### config.mk
export PLATFORM = sky130hd
export DESIGN_NAME = hall_pulse_tachometer_core
export DESIGN_NICKNAME = d
export VERILOG_FILES = /design/src/sv/hpt_pkg.sv /design/src/sv/hall_pulse_tachometer_core.sv
export SDC_FILE = /design/constraint.sdc
export NUM_CORES = 1
export LEC_CHECK = 0
export ABC_AREA = 1
export ABC_CLOCK_PERIOD_IN_PS = 4900
export BUFFER_PORTS_ARGS = -buffer_cell sky130_fd_sc_hd__buf_2
export CAP_MARGIN = 20
export CORE_MARGIN = 2
export CORE_UTILIZATION = 30
export CTS_CLUSTER_SIZE = 30
export DETAILED_ROUTE_END_ITERATION = 8
export GPL_TIMING_DRIVEN = 0
export HOLD_SLACK_MARGIN = 0.1
export SKIP_LAST_GASP = 1
export SYNTH_ARGS = -nofsm -noshare
export SYNTH_HDL_FRONTEND = slang
export SYNTH_SLANG_ARGS = --single-unit
export TNS_END_PERCENT = 5
### constraint.sdc
create_clock -name clk_i -period 4.9 [get_ports clk_i]
set_input_delay 0.98 -clock clk_i [delete_from_list [all_inputs] [get_ports clk_i]]
set_output_delay 0.98 -clock clk_i [all_outputs]
set_load 0.02 [all_outputs]
### src/sv/hpt_pkg.sv
// Package for the hall pulse tachometer: codes, states and constants.
`default_nettype none
package hpt_pkg;

  localparam int unsigned CHANNELS = 3;
  localparam logic [2:0]  CH_MASK  = 3'((1 << CHANNELS) - 1);

  // 60000 * 256 split as a 16-bit multiplier constant and an 8-bit shift
  localparam logic [15:0] MUL_K    = 16'd60000;
  localparam int unsigned MUL_STEPS = 16;
  localparam int unsigned DIV_STEPS = 32;

  localparam logic [1:0] MODE_TICK = 2'd0;
  localparam logic [1:0] MODE_EDGE = 2'd1;
  localparam logic [1:0] MODE_READ = 2'd2;

  localparam logic [1:0] SM_HALL3 = 2'd0;
  localparam logic [1:0] SM_HALL1 = 2'd1;
  localparam logic [1:0] SM_OPT   = 2'd2;
  localparam logic [1:0] SM_HALL2 = 2'd3;

  localparam logic [1:0] REG_SENSOR_MODE = 2'd0;
  localparam logic [1:0] REG_POLE_COUNT  = 2'd1;
  localparam logic [1:0] REG_MIN_INTVL   = 2'd2;
  localparam logic [1:0] REG_STALL_TMO   = 2'd3;

  localparam logic [1:0]  RST_SENSOR_MODE = 2'd0;
  localparam logic [7:0]  RST_POLE_COUNT  = 8'd4;
  localparam logic [15:0] RST_MIN_INTVL   = 16'd10;
  localparam logic [15:0] RST_STALL_TMO   = 16'd1000;

  typedef enum logic [1:0] {
    ST_VALID = 2'd0,
    ST_SHORT = 2'd1,
    ST_STALL = 2'd2
  } status_e;

  typedef enum logic [2:0] {
    S_IDLE,
    S_MUL,
    S_CHECK,
    S_DIV,
    S_DONE
  } state_e;

endpackage
`default_nettype wire

### src/sv/hall_pulse_tachometer_core.sv
// Tick, edge and read handling; serial multiply and restoring divide for rpm.
// A tick or edge word is taken in the idle state and gives no result. A short or stalled
// read goes from accept to the done state, a saturated one after the multiply steps and
// the saturation check. Other reads: accept, 16 bit-serial multiply steps, one saturation
// check, 32 restoring divide steps and the done state; a busy output adds stalls.
// Throughput: one word per cycle for ticks and edges; reads hold the input.
// Reset: asynchronous, active low; counters and times zero, registers default.
`default_nettype none
module hall_pulse_tachometer_core
  import hpt_pkg::*;
#(
  parameter int unsigned NUM_CHANNELS = CHANNELS
) (
  input  wire logic        clk_i,
  input  wire logic        rst_ni,

  input  wire logic        in_valid_i,
  output logic             in_ready_o,
  input  wire logic [1:0]  mode_i,
  input  wire logic [2:0]  edge_mask_i,

  output logic             out_valid_o,
  input  wire logic        out_ready_i,
  output logic [31:0]      rpm_fixed_o,
  output logic [1:0]       status_o,

  input  wire logic        psel,
  input  wire logic        penable,
  input  wire logic        pwrite,
  input  wire logic [3:0]  paddr,
  input  wire logic [31:0] pwdata,
  output logic [31:0]      prdata,
  output logic             pready
);

  localparam logic [2:0] CH_EN = 3'((1 << NUM_CHANNELS) - 1);

  state_e state_q, state_d;

  logic [1:0]  sensor_mode_q;
  logic [7:0]  pole_count_q;
  logic [15:0] min_intvl_q;
  logic [15:0] stall_tmo_q;

  logic [31:0] clock_ms_q, clock_ms_d;
  logic [31:0] pulse_total_q, pulse_total_d;
  logic [31:0] last_read_time_q, last_read_time_d;
  logic [31:0] last_read_pulses_q, last_read_pulses_d;
  logic [31:0] last_pulse_time_q, last_pulse_time_d;

  logic [47:0] num_q, num_d;
  logic [47:0] mcand_q, mcand_d;
  logic [41:0] den_q, den_d;
  logic [41:0] elap_q, elap_d;
  logic [9:0]  ppr_q, ppr_d;
  logic [41:0] rem_q, rem_d;
  logic [31:0] quo_q, quo_d;
  logic [4:0]  cnt_q, cnt_d;
  logic [31:0] res_q, res_d;
  status_e     res_st_q, res_st_d;

  logic        out_valid_q, out_valid_d;
  logic [31:0] out_rpm_q;
  status_e     out_st_q;

  logic        in_fire, cfg_wr, out_free;
  logic [31:0] elapsed, pulses, since_pulse;
  logic        is_short, is_stall, is_sat;
  logic [7:0]  pole_eff;
  logic [9:0]  ppr;
  logic [2:0]  en_mask, hit;
  logic [1:0]  n_hit;
  logic [42:0] trial, diff;
  logic        q_bit;

  assign in_fire  = in_valid_i && in_ready_o;
  assign cfg_wr   = psel && penable && pwrite && pready;
  assign out_free = !out_valid_q || out_ready_i;
  assign pready   = 1'b1;

  assign elapsed     = clock_ms_q - last_read_time_q;
  assign pulses      = pulse_total_q - last_read_pulses_q;
  assign since_pulse = clock_ms_q - last_pulse_time_q;
  assign is_short    = (elapsed == 32'd0) || (elapsed < {16'd0, min_intvl_q});
  assign is_stall    = since_pulse > {16'd0, stall_tmo_q};
  assign is_sat      = {18'd0, num_q[47:24]} >= den_q;

  assign pole_eff = (pole_count_q == 8'd0) ? 8'd1 : pole_count_q;

  always_comb begin
    case (sensor_mode_q)
      SM_HALL3: begin
        ppr     = {2'b0, pole_eff} + {1'b0, pole_eff, 1'b0};
        en_mask = 3'b111;
      end
      SM_HALL1: begin
        ppr     = {2'b0, pole_eff};
        en_mask = 3'b001;
      end
      SM_OPT: begin
        ppr     = 10'd1;
        en_mask = 3'b001;
      end
      SM_HALL2: begin
        ppr     = {1'b0, pole_eff, 1'b0};
        en_mask = 3'b011;
      end
      default: begin
        ppr     = 10'd1;
        en_mask = 3'b001;
      end
    endcase
  end

  assign hit   = edge_mask_i & en_mask & CH_EN;
  assign n_hit = {1'b0, hit[0]} + {1'b0, hit[1]} + {1'b0, hit[2]};

  assign trial = {rem_q, quo_q[31]};
  assign diff  = trial - {1'b0, den_q};
  assign q_bit = trial >= {1'b0, den_q};

  // next state
  always_comb begin
    state_d = state_q;
    case (state_q)
      S_IDLE: begin
        if (in_fire && (mode_i == MODE_READ)) begin
          if (is_short || is_stall) begin
            state_d = S_DONE;
          end else begin
            state_d = S_MUL;
          end
        end
      end
      S_MUL: begin
        if (cnt_q == 5'(MUL_STEPS - 1)) begin
          state_d = S_CHECK;
        end
      end
      S_CHECK: begin
        state_d = is_sat ? S_DONE : S_DIV;
      end
      S_DIV: begin
        if (cnt_q == 5'(DIV_STEPS - 1)) begin
          state_d = S_DONE;
        end
      end
      S_DONE: begin
        if (out_free) begin
          state_d = S_IDLE;
        end
      end
      default: state_d = S_IDLE;
    endcase
  end

  // fsm outputs
  always_comb begin
    in_ready_o = 1'b0;
    case (state_q)
      S_IDLE:  in_ready_o = 1'b1;
      default: in_ready_o = 1'b0;
    endcase
  end

  // datapath
  always_comb begin
    clock_ms_d         = clock_ms_q;
    pulse_total_d      = pulse_total_q;
    last_read_time_d   = last_read_time_q;
    last_read_pulses_d = last_read_pulses_q;
    last_pulse_time_d  = last_pulse_time_q;
    num_d    = num_q;
    mcand_d  = mcand_q;
    den_d    = den_q;
    elap_d   = elap_q;
    ppr_d    = ppr_q;
    rem_d    = rem_q;
    quo_d    = quo_q;
    res_d    = res_q;
    res_st_d = res_st_q;
    cnt_d    = 5'd0;

    case (state_q)
      S_IDLE: begin
        if (in_fire) begin
          case (mode_i)
            MODE_TICK: clock_ms_d = clock_ms_q + 32'd1;
            MODE_EDGE: begin
              if (n_hit != 2'd0) begin
                pulse_total_d     = pulse_total_q + {30'd0, n_hit};
                last_pulse_time_d = clock_ms_q;
              end
            end
            MODE_READ: begin
              res_d   = 32'd0;
              num_d   = 48'd0;
              mcand_d = {16'd0, pulses};
              den_d   = 42'd0;
              elap_d  = {10'd0, elapsed};
              ppr_d   = ppr;
              if (is_short) begin
                res_st_d = ST_SHORT;
              end else begin
                last_read_time_d   = clock_ms_q;
                last_read_pulses_d = pulse_total_q;
                res_st_d = is_stall ? ST_STALL : ST_VALID;
              end
            end
            default: ;
          endcase
        end
      end
      S_MUL: begin
        cnt_d = cnt_q + 5'd1;
        if (MUL_K[cnt_q[3:0]]) begin
          num_d = num_q + mcand_q;
        end
        mcand_d = {mcand_q[46:0], 1'b0};
        if (ppr_q[0]) begin
          den_d = den_q + elap_q;
        end
        elap_d = {elap_q[40:0], 1'b0};
        ppr_d  = {1'b0, ppr_q[9:1]};
      end
      S_CHECK: begin
        if (is_sat) begin
          res_d = '1;
        end else begin
          rem_d = {18'd0, num_q[47:24]};
          quo_d = {num_q[23:0], 8'd0};
        end
      end
      S_DIV: begin
        cnt_d = cnt_q + 5'd1;
        rem_d = q_bit ? diff[41:0] : trial[41:0];
        quo_d = {quo_q[30:0], q_bit};
        res_d = {quo_q[30:0], q_bit};
      end
      default: ;
    endcase
  end

  assign out_valid_d = (state_q == S_DONE && out_free) ? 1'b1 :
                       (out_ready_i ? 1'b0 : out_valid_q);

  always_ff @(posedge clk_i or negedge rst_ni) begin
    if (!rst_ni) begin
      state_q            <= S_IDLE;
      out_valid_q        <= 1'b0;
      cnt_q              <= 5'd0;
      clock_ms_q         <= 32'd0;
      pulse_total_q      <= 32'd0;
      last_read_time_q   <= 32'd0;
      last_read_pulses_q <= 32'd0;
      last_pulse_time_q  <= 32'd0;
      sensor_mode_q      <= RST_SENSOR_MODE;
      pole_count_q       <= RST_POLE_COUNT;
      min_intvl_q        <= RST_MIN_INTVL;
      stall_tmo_q        <= RST_STALL_TMO;
    end else begin
      state_q            <= state_d;
      out_valid_q        <= out_valid_d;
      cnt_q              <= cnt_d;
      clock_ms_q         <= clock_ms_d;
      pulse_total_q      <= pulse_total_d;
      last_read_time_q   <= last_read_time_d;
      last_read_pulses_q <= last_read_pulses_d;
      last_pulse_time_q  <= last_pulse_time_d;
      if (cfg_wr) begin
        case (paddr[3:2])
          REG_SENSOR_MODE: sensor_mode_q <= pwdata[1:0];
          REG_POLE_COUNT:  pole_count_q  <= pwdata[7:0];
          REG_MIN_INTVL:   min_intvl_q   <= pwdata[15:0];
          REG_STALL_TMO:   stall_tmo_q   <= pwdata[15:0];
          default: ;
        endcase
      end
    end
  end

  always_ff @(posedge clk_i) begin
    num_q    <= num_d;
    mcand_q  <= mcand_d;
    den_q    <= den_d;
    elap_q   <= elap_d;
    ppr_q    <= ppr_d;
    rem_q    <= rem_d;
    quo_q    <= quo_d;
    res_q    <= res_d;
    res_st_q <= res_st_d;
    if (state_q == S_DONE && out_free) begin
      out_rpm_q <= res_q;
      out_st_q  <= res_st_q;
    end
  end

  always_comb begin
    case (paddr[3:2])
      REG_SENSOR_MODE: prdata = {30'd0, sensor_mode_q};
      REG_POLE_COUNT:  prdata = {24'd0, pole_count_q};
      REG_MIN_INTVL:   prdata = {16'd0, min_intvl_q};
      REG_STALL_TMO:   prdata = {16'd0, stall_tmo_q};
      default:         prdata = 32'd0;
    endcase
  end

  assign out_valid_o = out_valid_q;
  assign rpm_fixed_o = out_rpm_q;
  assign status_o    = out_st_q;

`ifndef SYNTH
  a_zero_rpm: assert property (@(posedge clk_i) disable iff (!rst_ni)
    out_valid_o && (status_o == ST_SHORT || status_o == ST_STALL) |-> rpm_fixed_o == 32'd0)
    else $error("short or stalled read with nonzero rpm");

  a_done_hold: assert property (@(posedge clk_i) disable iff (!rst_ni)
    state_q == S_DONE && out_valid_q && !out_ready_i |=> state_q == S_DONE)
    else $error("result left done state while output busy");

  a_den_nonzero: assert property (@(posedge clk_i) disable iff (!rst_ni)
    state_q == S_CHECK |-> den_q != 42'd0)
    else $error("zero divisor after multiply");

  a_rem_bound: assert property (@(posedge clk_i) disable iff (!rst_ni)
    state_q == S_DIV |-> rem_q < den_q)
    else $error("partial remainder not below divisor");
`endif

endmodule
`default_nettype wire
==> results.sh, run 1 <==
export IMPL_status="finished, final reports clean"
export IMPL_grt_pass1_wl_mm=183.3
export IMPL_clkTransAtPathRegs_ns=0.06
export IMPL_crit_top_cell="nand3_1"
export IMPL_ys_types=60
export IMPL_cts_sinks=543
export IMPL_fin_util_pct=34.24
export IMPL_hpwl_mm=95.66
export IMPL_wl_mm=117.3
export IMPL_reg2regPathDepth=18
export IMPL_cp_start_kind="register"
export IMPL_rr_startpoint="clock_ms_q[1]"
export IMPL_slowest_delay_ns=0.54
export IMPL_slew_viol_final=0
export IMPL_path_delay_family="simple AND/OR/NAND/NOR gates"
export IMPL_power_density_mw_per_mm2=457.4
export IMPL_fin_crit_sh_pct=94.19
export IMPL_final_common_cell="nand2_1"
export IMPL_swShare_pct=41.68
export IMPL_place_gp_congestion=0.9460
export IMPL_clock_latency_ns=0.64
export IMPL_clk_path_buf_depth=3
export IMPL_hold_viol=0
export IMPL_synth_top_area_share_pct=25.85
export IMPL_overflow=0
export IMPL_netlist_instances=5132
export IMPL_dp_cells=6899
export IMPL_syn_avg_cell_area_um2=7.516
export IMPL_initial_core_util_pct=30.25
export IMPL_cts_htree_levels=3
export IMPL_period_needed_ns=4.615
export IMPL_yosysSeqAreaShare_pct=39.56
export IMPL_instances_no_fill=7020
export IMPL_antenna_found_initial=3
export IMPL_avgViaCountPerCell=4.829
export IMPL_cts_root_buf="clkbuf_16"
export IMPL_cts_inserted_buffers=66
export IMPL_fin_skew_ns=0.02139
export IMPL_drc=0
export IMPL_cellLeakagePower_nw=20.63
export IMPL_fmax_mhz=216.7
export IMPL_grt_pass1_vias=32600
export IMPL_grt_setup_unrepaired="no"
export IMPL_path_depth=18
export IMPL_synth_edff_count=332
export IMPL_grt_use_total_pct=17.64
export IMPL_die_h_um=362.6
export IMPL_r2r_end="last_read_time_q[23]"
export IMPL_wl_per_cell_um=16.71
export IMPL_fp_dieW_um=362.6
export IMPL_post_cts_buffers=0
export IMPL_vias=33900
export IMPL_ys_warn_count=0
export IMPL_relSlewSlack_pct=26.28
export IMPL_crit_chain="inv_1 > fa_1 > inv_1 > nand3_1 > nand3_1 > nand3_1 > nand3_1 > xor2_1 > ha_1 > nand3_1 > o221ai_1 > a21o_1 > nand2_1 > nand3_2 > nand2_4 > buf_6 > buf_4 > a21oi_1"
export IMPL_async_reset_ff_share_pct=38.86
export IMPL_netSwitchingPower_w=0.008325
export IMPL_cp_num_buf_inv=4
export IMPL_first_iter_violations=2473
export IMPL_io_pin_count=117
export IMPL_grt_max_degree=110
export IMPL_worstSetupPathType="reg2reg"
export IMPL_crit_fanout=10
export IMPL_portBuffers=81
export IMPL_drive_gt1_share_pct=5.339
export IMPL_ys_ff_latch=543
export IMPL_netlist_area_mm2=0.03857
export IMPL_cts_tree="done"
export IMPL_hold_ws_ns=0.3335
export IMPL_layout_nets=5661
export IMPL_synth_top_cell_by_area="edfxtp_1"
export IMPL_synth_area_leaders="edfxtp_1, dfrtp_1, nand2_1"
export IMPL_dieArea_mm2=0.1315
export IMPL_power_frac_comb_pct=43.8
export IMPL_required_ns=5.40
export IMPL_slowest_stage="xor2_1"
export IMPL_finalSetupViolCount=0
export IMPL_hold_buffers=0
export IMPL_num_rows=131
export IMPL_power_frac_seq_pct=30.6
export IMPL_ir_drop_uv=261.2
export IMPL_ff2ff_setup_slack_ns=0.28
export IMPL_cp_startpoint="clock_ms_q[1]"
export IMPL_core_mm2=0.1275
export IMPL_dr_pass1_iters=6
export IMPL_max_cap_violations=0
export IMPL_mostFrequentLayoutCells="nand2_1, inv_1, nor2_1"
export IMPL_pwr_share_clk_pct=25.6
export IMPL_cp_end_kind="register"
export IMPL_area_delta_synth_final_pct=13.20
export IMPL_detail_route_antenna_nets=0
export IMPL_intPower_w=0.01165
export IMPL_synthFlopType="edfxtp_1"
export IMPL_worst_slew_pin_slew_ns=1.106
export IMPL_cp_arrival_ns=5.12
export IMPL_hold_path_class="in2async"
-- routing by layer --
metal	up-vias	wire (um)	track usage [%]
met5	-	21	0
met4	4	3110	5.264
met3	162	5460	1.905
met2	781	53850	29.43
met1	15710	54870	23.98
li1	17250	-	-
-- worst max-delay path by stage --
stage | to | slack [ns]
after floorplan | elap_q[0] | 0.72
after global placement | elap_q[32] | -1.89
after detailed placement | den_q[39] | -0.05
after CTS | last_read_time_q[23] | 0.22
after global routing | last_read_time_q[20] | 0.10
final | last_read_time_q[23] | 0.28
-- cell type report --
class                      count  area, um^2
timing repair buffer          90       648.1
inverter                     840        3154
sequential                   543       15260
antenna                        1       2.502
clock buffer                  82        1823
multi-input combinational   3662       19770
tap                         1662        2079
buffer                       102       480.5
fill                       13580       83860
clock inverter                38       444.2
-- power groups by stage --
stage | Clock (W) | Sequential, W | Combinational (W)
6_report | 0.00511 | 0.00611 | 0.00874
5_1_grt | 0.00541 | 0.00619 | 0.0100
4_1_cts | 0.00524 | 0.00612 | 0.00873
3_5_place_dp | 0 | 0.00620 | 0.00869
3_3_place_gp | 0 | 0.00621 | 0.00855
2_1_floorplan | 0 | 0.00615 | 0.00619
-- synthesized netlist by cell type (16+ instances only) --
master,count
nand2_1,1294
inv_1,837
nor2_1,499
a21oi_1,419
o21ai_0,404
edfxtp_1,332
ha_1,299
dfrtp_1,202
nand3_1,163
xor2_1,107
clkbuf_1,69
nor3_1,66
nand4_1,48
a31oi_1,46
xnor2_1,39
a21o_1,29
o211ai_1,25
o21a_1,23
nor4_1,22
o21bai_1,21
buf_4,20
nand3b_1,16
-- what timing repair did --
item                       CTS  global route
resized for setup            1             1
setup endpoints to repair   24            35
pin swaps                    0             0
-- logic make-up after synthesis --
kind of cell / after synthesis / share of synthesized area, %
XOR/XNOR: 146 / 3.315
adder cells (fa/ha/maj): 308 / 10.17
flip-flops: 543 / 39.56
AND/OR/NAND/NOR: 2159 / 22.96
other: 2 / 0.01947
AO/OA/AOI/OAI: 1032 / 14.55
buffers and inverters: 942 / 9.420
-- worst reg2reg max path, cell delays in order, from the launching register on --
cell and delay (ns):
dfrtp_1 0.51, inv_1 0.22, fa_1 0.50, inv_1 0.12, nand3_1 0.07, nand3_1 0.15
nand3_1 0.10, nand3_1 0.21, xor2_1 0.54, ha_1 0.35, nand3_1 0.11, o221ai_1 0.15
a21o_1 0.21, nand2_1 0.19, nand3_2 0.30, nand2_4 0.26, buf_6 0.20, buf_4 0.22
a21oi_1 0.09
-- flip-flops by register name (all words and copies together), names as in the netlist, 8 cells and up --
| name | cells |
|---|---|
| mcand_q | 48 |
| num_q | 48 |
| den_q | 42 |
| elap_q | 42 |
| rem_q | 42 |
| clock_ms_q | 32 |
| last_pulse_time_q | 32 |
| last_read_pulses_q | 32 |
| last_read_time_q | 32 |
| pulse_total_q | 32 |
| quo_q | 32 |
| res_q | 32 |
| rpm_fixed_o | 32 |
| min_intvl_q | 16 |
| stall_tmo_q | 16 |
| ppr_q | 10 |
| pole_count_q | 8 |
-- stage by stage --
step	setup TNS [ns]	total power (W)	cell area (um^2)	setup slack, ns
5_1_grt	0	0.02163	43660	0.1040
4_1_cts	0	0.02009	43650	0.2154
6_report	0	0.01997	43660	0.2848
3_5_place_dp	-1.116	0.01489	41380	-0.05014
3_3_place_gp	-489.73	0.01477	41120	-1.894
2_1_floorplan	0	0.01234	38630	0.7188
No activity file was read; power rests on OpenSTA's default activity.
==> run 2: changes to the inputs <==
Settings changed: REMOVE_ABC_BUFFERS from default to 1.
==> results.sh, run 2 (synthesis gave the netlist of run 1 again) <==
export IMPL_cts_sinks=543
export IMPL_crit_fanout=66
export IMPL_crit_chain="inv_1 > ha_1 > fa_1 > inv_1 > nand2_1 > nand3_1 > nand2_1 > nand2_1 > xor2_1 > ha_1 > nand2_1 > inv_1 > nand3_1 > o221ai_1 > a21o_1 > nand2_1 > nand3_2 > nand2_8 > buf_16 > nor2_1 > a21oi_1"
export IMPL_cp_arrival_ns=4.97
export IMPL_dr_pass1_iters=6
export IMPL_cts_htree_levels=2
export IMPL_overflow=0
export IMPL_layout_nets=5563
export IMPL_final_common_cell="nand2_1"
export IMPL_vias=33210
export IMPL_initial_core_util_pct=30.25
export IMPL_hold_viol=0
export IMPL_power_density_mw_per_mm2=453.2
export IMPL_drc=0
export IMPL_fp_dieW_um=362.6
export IMPL_fin_skew_ns=0.04409
export IMPL_worst_slew_pin_slew_ns=1.008
export IMPL_dp_cells=6806
export IMPL_grt_pass1_vias=32240
export IMPL_seq_area_mm2=0.01526
export IMPL_wl_per_cell_um=15.64
export IMPL_fin_crit_sh_pct=89.72
export IMPL_slowest_stage="xor2_1"
export IMPL_cts_root_buf="clkbuf_16"
export IMPL_max_cap_violations=0
export IMPL_cts_tree="done"
export IMPL_multiInputGateArea_mm2=0.01980
export IMPL_rr_startpoint="clock_ms_q[0]"
export IMPL_cp_startpoint="clock_ms_q[0]"
export IMPL_hold_path_class="in2async"
export IMPL_grt_pass1_wl_mm=172.9
export IMPL_status="finished, final reports clean"
export IMPL_cp_start_kind="register"
export IMPL_period_needed_ns=4.396
export IMPL_instances_no_fill=6920
export IMPL_fin_util_pct=33.89
export IMPL_clkTransAtPathRegs_ns=0.06
export IMPL_num_rows=131
export IMPL_power_frac_comb_pct=43.8
export IMPL_worstSetupPathType="reg2reg"
export IMPL_io_pin_count=117
export IMPL_hold_ws_ns=0.3169
export IMPL_slowest_delay_ns=0.42
export IMPL_cp_end_kind="register"
export IMPL_required_ns=5.48
export IMPL_dieArea_mm2=0.1315
export IMPL_pwr_share_clk_pct=24.9
export IMPL_netSwitchingPower_w=0.008106
export IMPL_antenna_found_initial=3
export IMPL_post_cts_buffers=0
export IMPL_cts_inserted_buffers=61
export IMPL_place_area_mm2=0.04109
export IMPL_finalInstanceArea_mm2=0.04322
export IMPL_swShare_pct=41.39
export IMPL_crit_top_cell="nand2_1"
export IMPL_fmax_mhz=227.5
export IMPL_avgViaCountPerCell=4.799
export IMPL_cts_resized=0
export IMPL_portBuffers=81
export IMPL_power_frac_seq_pct=31.3
export IMPL_reg_largest_list="mcand_q (48), num_q (48)"
export IMPL_grt_use_total_pct=16.20
export IMPL_hpwl_mm=86.49
export IMPL_relSlewSlack_pct=32.18
export IMPL_grt_max_degree=116
export IMPL_clk_path_buf_depth=3
export IMPL_area_delta_synth_final_pct=12.05
export IMPL_drive_gt1_share_pct=5.060
export IMPL_fillCellCount=13530
export IMPL_setup_tns_ns=0
export IMPL_mostFrequentLayoutCells="nand2_1, inv_1, nor2_1"
export IMPL_grt_setup_unrepaired="no"
export IMPL_finalSetupViolCount=0
export IMPL_ir_drop_uv=249.9
export IMPL_core_mm2=0.1275
export IMPL_hold_buffers=0
export IMPL_wl_mm=108.2
export IMPL_first_iter_violations=2416
export IMPL_detail_route_antenna_nets=0
export IMPL_place_gp_congestion=0.9577
export IMPL_die_h_um=362.6
export IMPL_intPower_w=0.01148
export IMPL_clock_latency_ns=0.66
export IMPL_slew_viol_final=0
export IMPL_cellLeakagePower_nw=20.40
## run 2: changes by cell type in the layout (fill, tap and decap cells not counted), sizes merged
cell | before | now
buf | 123 | 99
clkinvlp | 1 | 5
bufinv | 6 | 10
clkinv | 29 | 22
clkbuf | 151 | 69
inv | 842 | 847
## run 2: path summary, 6_finish.rpt
| path | end | slack (ns) | cells past startpoint |
|---|---|---|---|
| min in group clk_i | rpm_fixed_o[27] | 0.42 | 0 |
| setup reg to reg | last_read_time_q[8] | 0.50 | 21 |
| setup / recovery | last_read_time_q[8] | 0.50 | 21 |
| hold / removal | last_read_pulses_q[18] | 0.32 | 1 |
| max in group asynchronous | stall_tmo_q[15] | 3.42 | 2 |
| hold reg to reg | rpm_fixed_o[27] | 0.42 | 0 |
## run 2: stage by stage
| step | total power (W) | setup slack (ns) |
|---|---|---|
| detailed placement | 0.01477 | 0.1691 |
| CTS | 0.01973 | 0.3274 |
| floorplan | 0.01232 | -6.376 |
| global route | 0.02122 | 0.1441 |
| global placement | 0.01463 | -15.96 |
| finish | 0.01959 | 0.5038 |
## run 2: power by group through the flow
stage | Combinational [W] | Clock (W) | Sequential [W]
3_3_place_gp | 0.00840 | 0 | 0.00623
5_1_grt | 0.00984 | 0.00518 | 0.00620
3_5_place_dp | 0.00855 | 0 | 0.00622
6_report | 0.00858 | 0.00488 | 0.00613
4_1_cts | 0.00859 | 0.00500 | 0.00613
2_1_floorplan | 0.00617 | 0 | 0.00615
## run 2: final cells by class
cell class                      instances  share of cell area [%]
Antenna cell                            1                0.005790
Clock buffer                           69                   3.648
Clock inverter                         44                   1.242
Inverter                              840                   7.304
Multi-Input combinational cell       3662                   45.80
Sequential cell                       543                   35.31
Tap cell                             1662                   4.812
Timing Repair Buffer                   99                   1.876
## run 2: critical path, delay by kind of cell (launching register included)
kind	cells	cell delay (ns)
simple gates	10	1.47
flops	1	0.39
xor+xnor	1	0.42
buf+inv	4	0.57
fa+ha+maj	3	0.99
compound gates	3	0.41
## run 2: per-layer routing
layer	routed length (um)	up-vias	global-route usage [%]
li1	-	17030	-
met1	51710	15390	22.17
met2	49390	610	26.90
met3	3821	172	1.580
met4	3261	4	5.052
met5	26	-	0
